--- src/design/adll_pkg.sv ---
`timescale 1ns / 1ps
`default_nettype none
// ----------------------------------------------------------------------------
// adll_pkg
// Shared types and constants for the array based doubly linked list.
// ----------------------------------------------------------------------------
package adll_pkg;

  localparam int DEPTH_DEF      = 16;
  localparam int DATA_WIDTH_DEF = 64;
  localparam int MAX_RESULTS    = 16;

  // fixed field widths of the beats
  localparam int OP_W     = 3;
  localparam int POS_W    = 4;
  localparam int ENTRY_W  = 64;
  localparam int STATUS_W = 2;
  localparam int SLOT_W   = 4;
  localparam int COUNT_W  = 5;

  typedef enum logic [OP_W-1:0] {
    OP_ADD_HEAD  = 3'd0,
    OP_ADD_AFTER = 3'd1,
    OP_ADD_TAIL  = 3'd2,
    OP_DEL_HEAD  = 3'd3,
    OP_DEL_AFTER = 3'd4,
    OP_DEL_TAIL  = 3'd5,
    OP_READ_OUT  = 3'd6,
    OP_CLEAR     = 3'd7
  } op_t;

  typedef enum logic [STATUS_W-1:0] {
    ST_OK      = 2'd0,
    ST_FULL    = 2'd1,
    ST_EMPTY   = 2'd2,
    ST_BAD_POS = 2'd3
  } status_t;

  typedef enum logic [2:0] {
    S_IDLE,
    S_DECIDE,
    S_FETCH,
    S_FETCH2,
    S_LINK,
    S_EMIT
  } state_t;

endpackage
`default_nettype wire

--- src/design/array_doubly_linked_list.sv ---
`timescale 1ns / 1ps
`default_nettype none
// ----------------------------------------------------------------------------
// array_doubly_linked_list
// Doubly linked list kept in a fixed slot store, one operation per beat.
// ----------------------------------------------------------------------------
// Each input beat carries one list operation (add at head, add after a slot,
// add at tail, delete head, delete after a slot, delete tail, read out, clear).
// A new entry always lands in the lowest numbered free slot. Refused work
// (full list, empty list, unlinked position) leaves the store untouched and
// returns a status. Every operation gives one result beat, except read out,
// which gives one beat per entry from head to tail (at most MAX_RESULTS) with
// out_last on the final one. The block takes one operation at a time: in_stall
// is high from acceptance until the final result has been loaded into the
// output register. Clear, refusals decided up front and changes to an empty or
// single-entry list pass decide and emit; add head/tail decide, link, emit;
// the head/tail deletes and delete after on the tail decide, fetch, emit; add
// after decide, fetch, link, emit; delete after decide, fetch, fetch2, emit;
// read out decide, fetch, emit, then fetch, emit for each further entry. The
// steps come from the one shared read address and the one write port per link
// array: a link read is registered before use and a second write to one link
// array needs a further step. A stalled output beat holds the sequencer in its
// emit step. There is no clearing pass: free marks are flip-flops and links are
// only ever read from linked slots, which were written when they were taken.
// ----------------------------------------------------------------------------
module array_doubly_linked_list
  import adll_pkg::*;
#(
  parameter int DEPTH      = DEPTH_DEF,
  parameter int DATA_WIDTH = DATA_WIDTH_DEF
) (
  input  wire logic                clk,
  input  wire logic                rst_n,
  // operation beats
  input  wire logic                in_valid,
  output logic                     in_stall,
  input  wire logic [OP_W-1:0]     in_operation,
  input  wire logic [POS_W-1:0]    in_position,
  input  wire logic [ENTRY_W-1:0]  in_entry_data,
  // result beats
  output logic                     out_valid,
  input  wire logic                out_stall,
  output logic [STATUS_W-1:0]      out_status,
  output logic [SLOT_W-1:0]        out_slot,
  output logic [ENTRY_W-1:0]       out_entry_data_out,
  output logic                     out_last,
  output logic [COUNT_W-1:0]       out_count
);

  localparam int IDX_W  = $clog2(DEPTH);
  localparam int LINK_W = $clog2(DEPTH + 1);   // one extra code for the null link
  localparam int CNT_W  = $clog2(DEPTH + 1);
  localparam int LIM_W  = $clog2(MAX_RESULTS + 1);
  localparam logic [LINK_W-1:0] NULL_LINK = LINK_W'(DEPTH);

  // link and data stores
  logic [LINK_W-1:0]     next_mem [DEPTH];
  logic [LINK_W-1:0]     prev_mem [DEPTH];
  logic [DATA_WIDTH-1:0] data_mem [DEPTH];

  // sequencer and list state
  state_t                state_r, state_nxt;
  op_t                   op_r;
  logic [POS_W-1:0]      pos_r;
  logic [DATA_WIDTH-1:0] data_r;
  logic [IDX_W-1:0]      new_r;
  logic [LINK_W-1:0]     aux_r, aux_nxt;
  logic [LIM_W-1:0]      k_r, k_nxt;
  logic [IDX_W-1:0]      head_r, head_nxt;
  logic [IDX_W-1:0]      tail_r, tail_nxt;
  logic [CNT_W-1:0]      count_r, count_nxt;
  logic [DEPTH-1:0]      free_r, free_nxt;

  // pending result
  status_t               res_status_r, res_status_nxt;
  logic [IDX_W-1:0]      res_slot_r, res_slot_nxt;
  logic [DATA_WIDTH-1:0] res_data_r, res_data_nxt;
  logic                  res_last_r, res_last_nxt;

  // registered store reads
  logic [LINK_W-1:0]     next_rd_r;
  logic [LINK_W-1:0]     prev_rd_r;
  logic [DATA_WIDTH-1:0] data_rd_r;

  // output register
  logic                  out_valid_r;
  logic [STATUS_W-1:0]   out_status_r;
  logic [SLOT_W-1:0]     out_slot_r;
  logic [ENTRY_W-1:0]    out_data_r;
  logic                  out_last_r;
  logic [COUNT_W-1:0]    out_count_r;

  // store ports
  logic                  nx_we, pv_we, dat_we, rd_en;
  logic [IDX_W-1:0]      nx_wa, pv_wa, rd_addr;
  logic [LINK_W-1:0]     nx_wd, pv_wd;

  logic [IDX_W-1:0]      lowest_free;
  logic [IDX_W-1:0]      pos_idx;
  logic                  pos_ok;
  logic                  full;
  logic                  lim_hit;
  logic                  emit_go;
  logic                  accept;

  assign accept   = in_valid && !in_stall;
  assign in_stall = (state_r != S_IDLE);
  assign pos_idx  = IDX_W'(pos_r);
  assign pos_ok   = (32'(pos_r) < DEPTH) && !free_r[pos_idx];
  assign full     = (32'(count_r) >= DEPTH);
  assign emit_go  = (state_r == S_EMIT) && (!out_valid_r || !out_stall);
  // final beat of a read out once count or MAX_RESULTS entries, whichever is smaller, have gone
  assign lim_hit  = (32'(k_r) + 32'd1) ==
                    ((32'(count_r) < MAX_RESULTS) ? 32'(count_r) : MAX_RESULTS);

  // lowest free slot, priority over the free marks
  always_comb begin
    lowest_free = '0;
    for (int i = DEPTH - 1; i >= 0; i--) begin
      if (free_r[i]) lowest_free = IDX_W'(i);
    end
  end

  // --------------------------------------------------------------------------
  // Sequencer: decide, fetch links, write links, emit
  // --------------------------------------------------------------------------
  always_comb begin
    state_nxt      = state_r;
    aux_nxt        = aux_r;
    k_nxt          = k_r;
    head_nxt       = head_r;
    tail_nxt       = tail_r;
    count_nxt      = count_r;
    free_nxt       = free_r;
    res_status_nxt = res_status_r;
    res_slot_nxt   = res_slot_r;
    res_data_nxt   = res_data_r;
    res_last_nxt   = res_last_r;
    nx_we   = 1'b0;
    nx_wa   = '0;
    nx_wd   = NULL_LINK;
    pv_we   = 1'b0;
    pv_wa   = '0;
    pv_wd   = NULL_LINK;
    dat_we  = 1'b0;
    rd_en   = 1'b0;
    rd_addr = '0;

    case (state_r)
      S_IDLE: begin
        if (accept) state_nxt = S_DECIDE;
      end

      S_DECIDE: begin
        // default result: ok, single beat, no data
        res_status_nxt = ST_OK;
        res_slot_nxt   = '0;
        res_data_nxt   = '0;
        res_last_nxt   = 1'b1;
        state_nxt      = S_EMIT;
        case (op_r)
          OP_ADD_HEAD, OP_ADD_TAIL: begin
            if (full) begin
              res_status_nxt = ST_FULL;
            end else begin
              free_nxt[new_r] = 1'b0;
              count_nxt       = count_r + 1'b1;
              dat_we          = 1'b1;
              res_slot_nxt    = new_r;
              nx_we = 1'b1;
              nx_wa = new_r;
              pv_we = 1'b1;
              pv_wa = new_r;
              if (count_r == '0) begin
                head_nxt = new_r;
                tail_nxt = new_r;
              end else if (op_r == OP_ADD_HEAD) begin
                nx_wd     = LINK_W'(head_r);
                aux_nxt   = LINK_W'(head_r);
                head_nxt  = new_r;
                state_nxt = S_LINK;
              end else begin
                pv_wd     = LINK_W'(tail_r);
                aux_nxt   = LINK_W'(tail_r);
                tail_nxt  = new_r;
                state_nxt = S_LINK;
              end
            end
          end
          OP_ADD_AFTER: begin
            if (!pos_ok) begin
              res_status_nxt = ST_BAD_POS;
            end else if (full) begin
              res_status_nxt = ST_FULL;
            end else begin
              rd_en     = 1'b1;
              rd_addr   = pos_idx;
              state_nxt = S_FETCH;
            end
          end
          OP_DEL_HEAD, OP_DEL_TAIL: begin
            if (count_r == '0) begin
              res_status_nxt = ST_EMPTY;
            end else if (count_r == CNT_W'(1)) begin
              free_nxt[head_r] = 1'b1;
              count_nxt        = '0;
              res_slot_nxt     = head_r;
              head_nxt         = '0;
              tail_nxt         = '0;
            end else begin
              rd_en     = 1'b1;
              rd_addr   = (op_r == OP_DEL_HEAD) ? head_r : tail_r;
              state_nxt = S_FETCH;
            end
          end
          OP_DEL_AFTER: begin
            if (!pos_ok) begin
              res_status_nxt = ST_BAD_POS;
            end else begin
              rd_en     = 1'b1;
              rd_addr   = pos_idx;
              state_nxt = S_FETCH;
            end
          end
          OP_READ_OUT: begin
            if (count_r == '0) begin
              res_status_nxt = ST_EMPTY;
            end else begin
              rd_en     = 1'b1;
              rd_addr   = head_r;
              aux_nxt   = LINK_W'(head_r);
              k_nxt     = '0;
              state_nxt = S_FETCH;
            end
          end
          default: begin
            // clear: free everything, data words kept
            free_nxt  = '1;
            head_nxt  = '0;
            tail_nxt  = '0;
            count_nxt = '0;
          end
        endcase
      end

      S_FETCH: begin
        state_nxt = S_EMIT;
        case (op_r)
          OP_ADD_AFTER: begin
            free_nxt[new_r] = 1'b0;
            count_nxt       = count_r + 1'b1;
            dat_we          = 1'b1;
            res_slot_nxt    = new_r;
            nx_we = 1'b1;
            nx_wa = new_r;
            nx_wd = next_rd_r;
            pv_we = 1'b1;
            pv_wa = new_r;
            pv_wd = LINK_W'(pos_idx);
            aux_nxt   = next_rd_r;
            state_nxt = S_LINK;
          end
          OP_DEL_HEAD: begin
            head_nxt         = next_rd_r[IDX_W-1:0];
            pv_we            = 1'b1;
            pv_wa            = next_rd_r[IDX_W-1:0];
            free_nxt[head_r] = 1'b1;
            count_nxt        = count_r - 1'b1;
            res_slot_nxt     = head_r;
          end
          OP_DEL_TAIL: begin
            tail_nxt         = prev_rd_r[IDX_W-1:0];
            nx_we            = 1'b1;
            nx_wa            = prev_rd_r[IDX_W-1:0];
            free_nxt[tail_r] = 1'b1;
            count_nxt        = count_r - 1'b1;
            res_slot_nxt     = tail_r;
          end
          OP_DEL_AFTER: begin
            if (next_rd_r >= NULL_LINK) begin
              // position is the tail: nothing after it
              res_status_nxt = ST_EMPTY;
            end else begin
              aux_nxt   = next_rd_r;
              rd_en     = 1'b1;
              rd_addr   = next_rd_r[IDX_W-1:0];
              state_nxt = S_FETCH2;
            end
          end
          OP_READ_OUT: begin
            res_status_nxt = ST_OK;
            res_slot_nxt   = aux_r[IDX_W-1:0];
            res_data_nxt   = data_rd_r;
            res_last_nxt   = lim_hit || (next_rd_r >= NULL_LINK);
            aux_nxt        = next_rd_r;
            k_nxt          = k_r + 1'b1;
          end
          default: begin
            state_nxt = S_IDLE;
          end
        endcase
      end

      S_FETCH2: begin
        // delete after: unlink aux, its successor is in next_rd_r
        nx_we = 1'b1;
        nx_wa = pos_idx;
        nx_wd = next_rd_r;
        if (next_rd_r >= NULL_LINK) begin
          tail_nxt = pos_idx;
        end else begin
          pv_we = 1'b1;
          pv_wa = next_rd_r[IDX_W-1:0];
          pv_wd = LINK_W'(pos_idx);
        end
        free_nxt[aux_r[IDX_W-1:0]] = 1'b1;
        count_nxt    = count_r - 1'b1;
        res_slot_nxt = aux_r[IDX_W-1:0];
        state_nxt    = S_EMIT;
      end

      S_LINK: begin
        state_nxt = S_EMIT;
        case (op_r)
          OP_ADD_HEAD: begin
            pv_we = 1'b1;
            pv_wa = aux_r[IDX_W-1:0];
            pv_wd = LINK_W'(new_r);
          end
          OP_ADD_TAIL: begin
            nx_we = 1'b1;
            nx_wa = aux_r[IDX_W-1:0];
            nx_wd = LINK_W'(new_r);
          end
          default: begin
            // add after: hook the new slot between position and successor
            nx_we = 1'b1;
            nx_wa = pos_idx;
            nx_wd = LINK_W'(new_r);
            if (aux_r >= NULL_LINK) begin
              tail_nxt = new_r;
            end else begin
              pv_we = 1'b1;
              pv_wa = aux_r[IDX_W-1:0];
              pv_wd = LINK_W'(new_r);
            end
          end
        endcase
      end

      S_EMIT: begin
        if (emit_go) begin
          if ((op_r == OP_READ_OUT) && !res_last_r) begin
            rd_en     = 1'b1;
            rd_addr   = aux_r[IDX_W-1:0];
            state_nxt = S_FETCH;
          end else begin
            state_nxt = S_IDLE;
          end
        end
      end

      default: begin
        state_nxt = S_IDLE;
      end
    endcase
  end

  // control state
  always_ff @(posedge clk) begin
    if (!rst_n) begin
      state_r     <= S_IDLE;
      head_r      <= '0;
      tail_r      <= '0;
      count_r     <= '0;
      free_r      <= '1;
      out_valid_r <= 1'b0;
    end else begin
      state_r <= state_nxt;
      head_r  <= head_nxt;
      tail_r  <= tail_nxt;
      count_r <= count_nxt;
      free_r  <= free_nxt;
      if (emit_go) begin
        out_valid_r <= 1'b1;
      end else if (!out_stall) begin
        out_valid_r <= 1'b0;
      end
    end
  end

  // operation capture, working and result payload
  always_ff @(posedge clk) begin
    if (accept) begin
      op_r   <= op_t'(in_operation);
      pos_r  <= in_position;
      data_r <= DATA_WIDTH'(in_entry_data);
      new_r  <= lowest_free;
    end
    aux_r        <= aux_nxt;
    k_r          <= k_nxt;
    res_status_r <= res_status_nxt;
    res_slot_r   <= res_slot_nxt;
    res_data_r   <= res_data_nxt;
    res_last_r   <= res_last_nxt;
    if (emit_go) begin
      out_status_r <= res_status_r;
      out_slot_r   <= SLOT_W'(res_slot_r);
      out_data_r   <= ENTRY_W'(res_data_r);
      out_last_r   <= res_last_r;
      out_count_r  <= COUNT_W'(count_r);
    end
  end

  // slot stores: one write port each, one shared registered read address
  always_ff @(posedge clk) begin
    if (nx_we) next_mem[nx_wa] <= nx_wd;
    if (pv_we) prev_mem[pv_wa] <= pv_wd;
    if (dat_we) data_mem[new_r] <= data_r;
    if (rd_en) begin
      next_rd_r <= next_mem[rd_addr];
      prev_rd_r <= prev_mem[rd_addr];
      data_rd_r <= data_mem[rd_addr];
    end
  end

  assign out_valid          = out_valid_r;
  assign out_status         = out_status_r;
  assign out_slot           = out_slot_r;
  assign out_entry_data_out = out_data_r;
  assign out_last           = out_last_r;
  assign out_count          = out_count_r;

  // --------------------------------------------------------------------------
  // Assertions
  // --------------------------------------------------------------------------
  a_count_matches_free: assert property (@(posedge clk) disable iff (!rst_n)
    $countones(~free_r) == int'(count_r))
    else $error("entry count disagrees with free marks");

  a_empty_ends_zero: assert property (@(posedge clk) disable iff (!rst_n)
    (count_r == '0) |-> (head_r == '0) && (tail_r == '0))
    else $error("empty list with non-zero head or tail");

  a_ends_linked: assert property (@(posedge clk) disable iff (!rst_n)
    (count_r != '0) |-> !free_r[head_r] && !free_r[tail_r])
    else $error("head or tail points at a free slot");

  a_single_beat_ops: assert property (@(posedge clk) disable iff (!rst_n)
    (emit_go && (op_r != OP_READ_OUT)) |-> res_last_r)
    else $error("non read-out operation gave more than one beat");

  a_idle_after_last: assert property (@(posedge clk) disable iff (!rst_n)
    (emit_go && res_last_r) |=> (state_r == S_IDLE))
    else $error("sequencer busy after final beat");

endmodule
`default_nettype wire

--- config.mk ---
export PLATFORM = sky130hd
export DESIGN_NAME = array_doubly_linked_list
export DESIGN_NICKNAME = d
export VERILOG_FILES = /design/src/design/adll_pkg.sv /design/src/design/array_doubly_linked_list.sv
export SDC_FILE = /design/constraint.sdc
export NUM_CORES = 2
export LEC_CHECK = 0
export ABC_AREA = 1
export BUFFER_PORTS_ARGS = -buffer_cell sky130_fd_sc_hd__buf_2
export CAP_MARGIN = 10
export CORE_MARGIN = 2
export CORE_UTILIZATION = 50
export DETAILED_ROUTE_END_ITERATION = 16
export GPL_TIMING_DRIVEN = 0
export HOLD_SLACK_MARGIN = 0.1
export PLACE_DENSITY = 0.68
export SYNTH_ARGS = -nofsm -noshare
export SYNTH_HDL_FRONTEND = slang
export SYNTH_SLANG_ARGS = --single-unit
--- constraint.sdc ---
create_clock -name clk -period 9.4 [get_ports clk]
set_clock_uncertainty 0.05 [all_clocks]
set_input_delay 0.94 -clock clk [delete_from_list [all_inputs] [get_ports clk]]
set_output_delay 0.94 -clock clk [all_outputs]
set_load 0.01 [all_outputs]
---- After elaboration in Yosys (flattened, before gate mapping) ----
Memories as Yosys holds them, arrays and structs flattened. A register that Yosys moved wholly into a read port is not among the register bits.
Cells that the tools add are included.
operators by class
  reductions and logical operators ........ 41
  $lt $le $gt $ge ......................... 13
  add/subtract/negate cells ............... 4
  bitwise operators ....................... 5
  muxes and demuxes ....................... 167
  eq/ne operators ......................... 40
operators with widths
  kind                  count
  $mux W4               38
  $pmux W16 S3          3
  $pmux W64 S2          1
  $mux W5               24
  $pmux W4 S4           5
  $mux W64              1
  $pmux W5 S2           6
  $mux W16              3
  $or A16 B16 Y16       3
  $pmux W4 S2           6
  $pmux W4 S3           4
  $pmux W5 S4           2
  $mux W3               13
  $mux W1               34
  $ne A3 B3 Y1 const B  10
  $pmux W3 S5           2
  $pmux W5 S3           2
  $lt A4 B5 Y1 const B  5
  $ne A2 B2 Y1 const B  10
  $and A16 B16 Y16      1
  $demux W1 S4          4
  $ge A4 B1 Y1 const B  4
  $not A16 Y16          1
  $eq A3 B3 Y1 const B  5
  other kinds (40)      83
word-level totals
  output and inout bits ................... 78
  logic and storage cells ................. 297
  input bits .............................. 75
  memory bits (writable) .................. 1184
  memories kept ........................... 3
  bits in registers ....................... 265
memories
  memory    words  bits a word  rd ports  clocked after Yosys merged registers in  wr ports  RTL line                        source
  data_mem  16     64           1         1                                        1         array_doubly_linked_list.sv:59  logic [DATA_WIDTH-1:0] data_mem [DEPTH];
  next_mem  16     5            1         1                                        1         array_doubly_linked_list.sv:57  logic [LINK_W-1:0] next_mem [DEPTH];
  prev_mem  16     5            1         1                                        1         array_doubly_linked_list.sv:58  logic [LINK_W-1:0] prev_mem [DEPTH];

---- Logic depth before layout (Yosys ltp) ----
  depth in word-level cells ............... 15
  gate-level depth with buffers ........... 21
  gate-level depth less buffers ........... 19

---- Least setup slack after synthesis ----
No wires, ideal clock.
  path type ............................... register to register
  start ................................... register state_r[1]
  end ..................................... register res_data_r[0], enable pin
  stages on the path, launching flop included .. 10
  data arrival time ....................... 5970 ps
  library setup time ...................... 578 ps
  setup slack ............................. 2802 ps
  clock period less this slack ............ 6598 ps
  required time ........................... 8772 ps
  path through ............................ dfxtp_1 > inv_1 > nor2_2 > inv_1 > nor2_1 > buf_2 > inv_1 > buf_2 > buf_1 > o21ai_0
on the way
  cells in the longest elaborated chain, start to end .. 3
  elaborated cells on any way between the ends .. 5
RTL lines
  item                                                                 RTL line                         source
  start: declaration                                                   array_doubly_linked_list.sv:62   state_t state_r, state_nxt;
  start signal: assignment                                             array_doubly_linked_list.sv:379  state_r <= state_nxt;
  $eq A3 B2 Y1 / $eq A3 B1 Y1 (equally long branches)                  array_doubly_linked_list.sv:149  case (state_r)
  $ne A2 B2 Y1 (no line) / $reduce_bool A2 Y1 (equally long branches)  n/a
  $reduce_and A2 Y1 (no line) *                                        n/a
  end signal: assignment                                               array_doubly_linked_list.sv:404  res_data_r <= res_data_nxt;
  end: declaration                                                     array_doubly_linked_list.sv:77   logic [DATA_WIDTH-1:0] res_data_r, res_data_nxt;
Every way passes the cells marked *; elsewhere a longest branch is shown, timed or not.
A chain may end at the register's enable or synchronous reset.

---- Final worst setup path ----
  start ................................... register state_r[1]
  end ..................................... memory data_mem[13][52] (netlist name), enable pin
on the way
  cells in the longest elaborated chain, start to end .. 4
  elaborated cells on any way between the ends .. 5
RTL lines
  item                                                 RTL line                         source
  $eq A3 B2 Y1 / $eq A3 B1 Y1 (equally long branches)  array_doubly_linked_list.sv:149
  $pmux W1 S2 *                                        array_doubly_linked_list.sv:149
  $mux W1 *                                            array_doubly_linked_list.sv:419  if (dat_we) data_mem[new_r] <= data_r;
  $mux W1 (implied by the code) *                      array_doubly_linked_list.sv:419
  end: declaration                                     array_doubly_linked_list.sv:59
Marks and branches as above.

==> flow_summary.yaml <==
synth:
  muxShareOfSynthArea_pct: 0
  yosys.area_share.simple_pct: 22.1
  netlist_area_um2: 63100
  syn-num-nets: 5741
  yosys_warnings: 0
  synth_seq_cells: 1506
  syn_avg_cell_area_um2: 11.1
  synth.distinct_cells: 48
  synth_top_family_by_area: "simple AND/OR/NAND/NOR gates"
  synth_top_cell_by_area: "edfxtp_1"
  synth_xor_area_share_pct: 0.139
  seq_area_frac_synth_pct: 71.2
  synth_adder_area_share_pct: 0.0794
  netlist_instances: 5662
  synth_most_common_cell: "nand2_1"
  synthTopCellsByCount: "nand2_1 (2015), edfxtp_1 (1473), nand3_1 (1066)"
  synth-compound-area-share_pct: 2.77
  synth_top_area_share_pct: 70.1
  synth_edf_count: 1473
  ys_async_sr_fraction_pct: 0
  synth_area_leaders: "edfxtp_1 (70%), nand2_1 (12%), nand3_1 (8.5%), buf_2 (1.8%), nor2_1 (1.2%)"
  ys.flop_type: "edfxtp_1"
finish:
  fill_cells: 10156
  multi_input_area_um2: 16000
  final_cells: 7851
  regArea_um2: 44900
  area_growth_pct: 14.8
  drive_gt1_share_pct: 12.2
  final_cell_area_um2: 72400
  final_nets: 6154
floorplan:
  ios: 153
  num_rows: 130
  die_area_um2: 129000
  die-height_um: 359
  die_x_um: 359
  core_um2: 125000
  start_util_pct: 50.3
clock_tree:
  cts_num_sinks: 1506
  hold_buffers: 0
  cts_tree: "done"
  clk_pin_slew_ns: 0.06
  cts_setup_buffers: 0
  numCtsBuffers: 155
  ctsResizeCount: 0
  clockBufferDepth: 3
  clkLatencyLatePin_ns: 0.81
  h-tree-depth: 4
  cts_root_buf: "clkbuf_16"
critical_path:
  path_cells: "inv_1, nor2_2, inv_1, nor2_1, buf_2, inv_1, nor2_1, nor2_1, clkbuf_1, nor3_2, buf_6, buf_6, buf_6, buf_6, buf_6, buf_6"
  crit_family: "buffers and inverters"
  cp-start-kind: "register"
  timing_worst_setup_path_type: "register to register"
  critPathBufInv: 11
  critPathMaxFanout: 11
  cp_common_cell: "buf_6"
  critPathArrivalTime_ns: 5.53
  worstPathRequired_ns: 9.85
  crit_path_max_incr_delay_ns: 0.82
  cp-end-kind: "register"
  slowest_stage: "nor3_2"
min_path:
  hold_class: "input port to register"
placement:
  finalWeightedCongestion: 0.964
  hpwl_um: 132000
  dpl.cell_count: 7568
  port_buffers: 152
  dpl-instance-area_um2: 67600
timing:
  max_slew_margin_pct: 8.10
  hold_violations: 0
  slew_violations: 0
  fin_setup_tns_ns: 0
  rsz0062_at_grt: "false"
  fmax_mhz: 197
  post-route-min-period_ns: 5.07
  setup_viol: 0
  tightest_slew_ns: 1.38
  fin_crit_sh_pct: 54.0
drt:
  vias_per_cell: 5.84
  wire_per_inst_um: 24.6
  wl_um: 193000
  drt_iter0_drc: 6209
  drc: 0
  vias: 45816
  ant_nets: 0
  dr.pass1.iters: 6
grt:
  grt_use_met1_pct: 40.9
  antenna_found_initial: 9
  gr-usage-met2_pct: 46.4
  grt_pass1_wl_um: 282000
  top_usage_layer: "met2"
  grt_pass1_vias: 43374
  overflow: 0
  gr-usage-all-layers_pct: 29.7
  grt_util_met3_pct: 6.16
  grt_max_degree: 43
power:
  peakVddDrop_v: 0.000173
  powerDensity_nw_per_um2: 216
  p_leak_nw: 27.7
job:
  drv_cap: 0
run_status:
  status: "finished, final reports clean"
[logic make-up (layout without fill, tap and decap cells)]
logic type      count (synthesis)  in the layout
other cells                     0              4
buf+inv                       537           1072
compound gates                279            279
flops                        1506           1506
fa+ha+maj                       4              4
simple gates                 3326           3326
xor+xnor                       10             10
[state kept, by name (all words and copies together) (netlist names), 5 cells and up]
register	flops
data_mem	1024
free_r	16
count_r	5
data_r	64
out_count	5
next_rd_r	5
next_mem	80
out_entry_data_out	64
k_r	5
data_rd_r	64
res_data_r	64
prev_mem	64
aux_r	5
[per-stage QoR]
stage          power (mW)  setup slack (ns)  utilization (%)  hold WS (ns)
3_3_place_gp         9.80             -3.27             52.5         0.355
6_report             15.7              4.33             57.8         0.249
4_1_cts              15.7              4.46             57.7         0.196
3_5_place_dp         9.83              4.46             53.9         0.355
2_1_floorplan        9.05              2.80                -         0.350
5_1_grt              16.2              4.22             57.7         0.221
[power by group]
part           switching (mW)  internal [mW]  total [mW]
sequential              0.325           7.85        8.17
combinational            1.16          0.397        1.56
clock                    2.65           3.30        5.94
total                    4.14           11.5        15.7
[final timing paths]
path                           from                     end  slack, ns  cells past startpoint
hold / removal    in_entry_data[27]              data_r[27]       0.25                      1
setup reg to reg         state_r[1]        data_mem[13][52]       4.33                     16
hold reg to reg      res_data_r[21]  out_entry_data_out[21]       0.36                      0
setup / recovery         state_r[1]        data_mem[13][52]       4.33                     16
[cells in the final DEF, fill, tap and decap left out, types with 9 or more instances in the layout]
cell type / instances
nand2_1: 2015
edfxtp_1: 1473
nand3_1: 1065
buf_2: 374
nor2_1: 192
inv_1: 170
clkbuf_16: 155
clkbuf_1: 130
o21ai_0: 91
buf_6: 56
a21oi_1: 51
clkinv_1: 38
dfxtp_1: 33
a31oi_1: 26
buf_12: 26
a211oi_1: 20
buf_4: 19
clkinv_2: 18
inv_2: 17
o211ai_1: 16
o22ai_1: 15
buf_1: 14
nor2_4: 10
a2111oi_0: 10
o221ai_1: 9
nand4_1: 9
nor3_1: 9
[layer usage]
| metal | up-vias | part of all wire [%] |
|---|---|---|
| met4 | 4 | 4.0 |
| met5 | - | 0.011 |
| met3 | 438 | 11 |
| li1 | 20585 | - |
| met1 | 22126 | 40 |
| met2 | 2663 | 46 |
[layout make-up]
cell class                      instances  share of cell area (%)
Multi-Input combinational cell       3619                    22.1
Inverter                              191                   0.990
Antenna cell                            4                  0.0138
Sequential cell                      1506                    62.0
Tap cell                             1650                    2.85
Buffer                                346                    2.26
Clock buffer                          193                    5.57
Timing Repair Buffer                  256                    3.15
Clock inverter                         86                    1.14
Power figures use the tool's default switching activity.
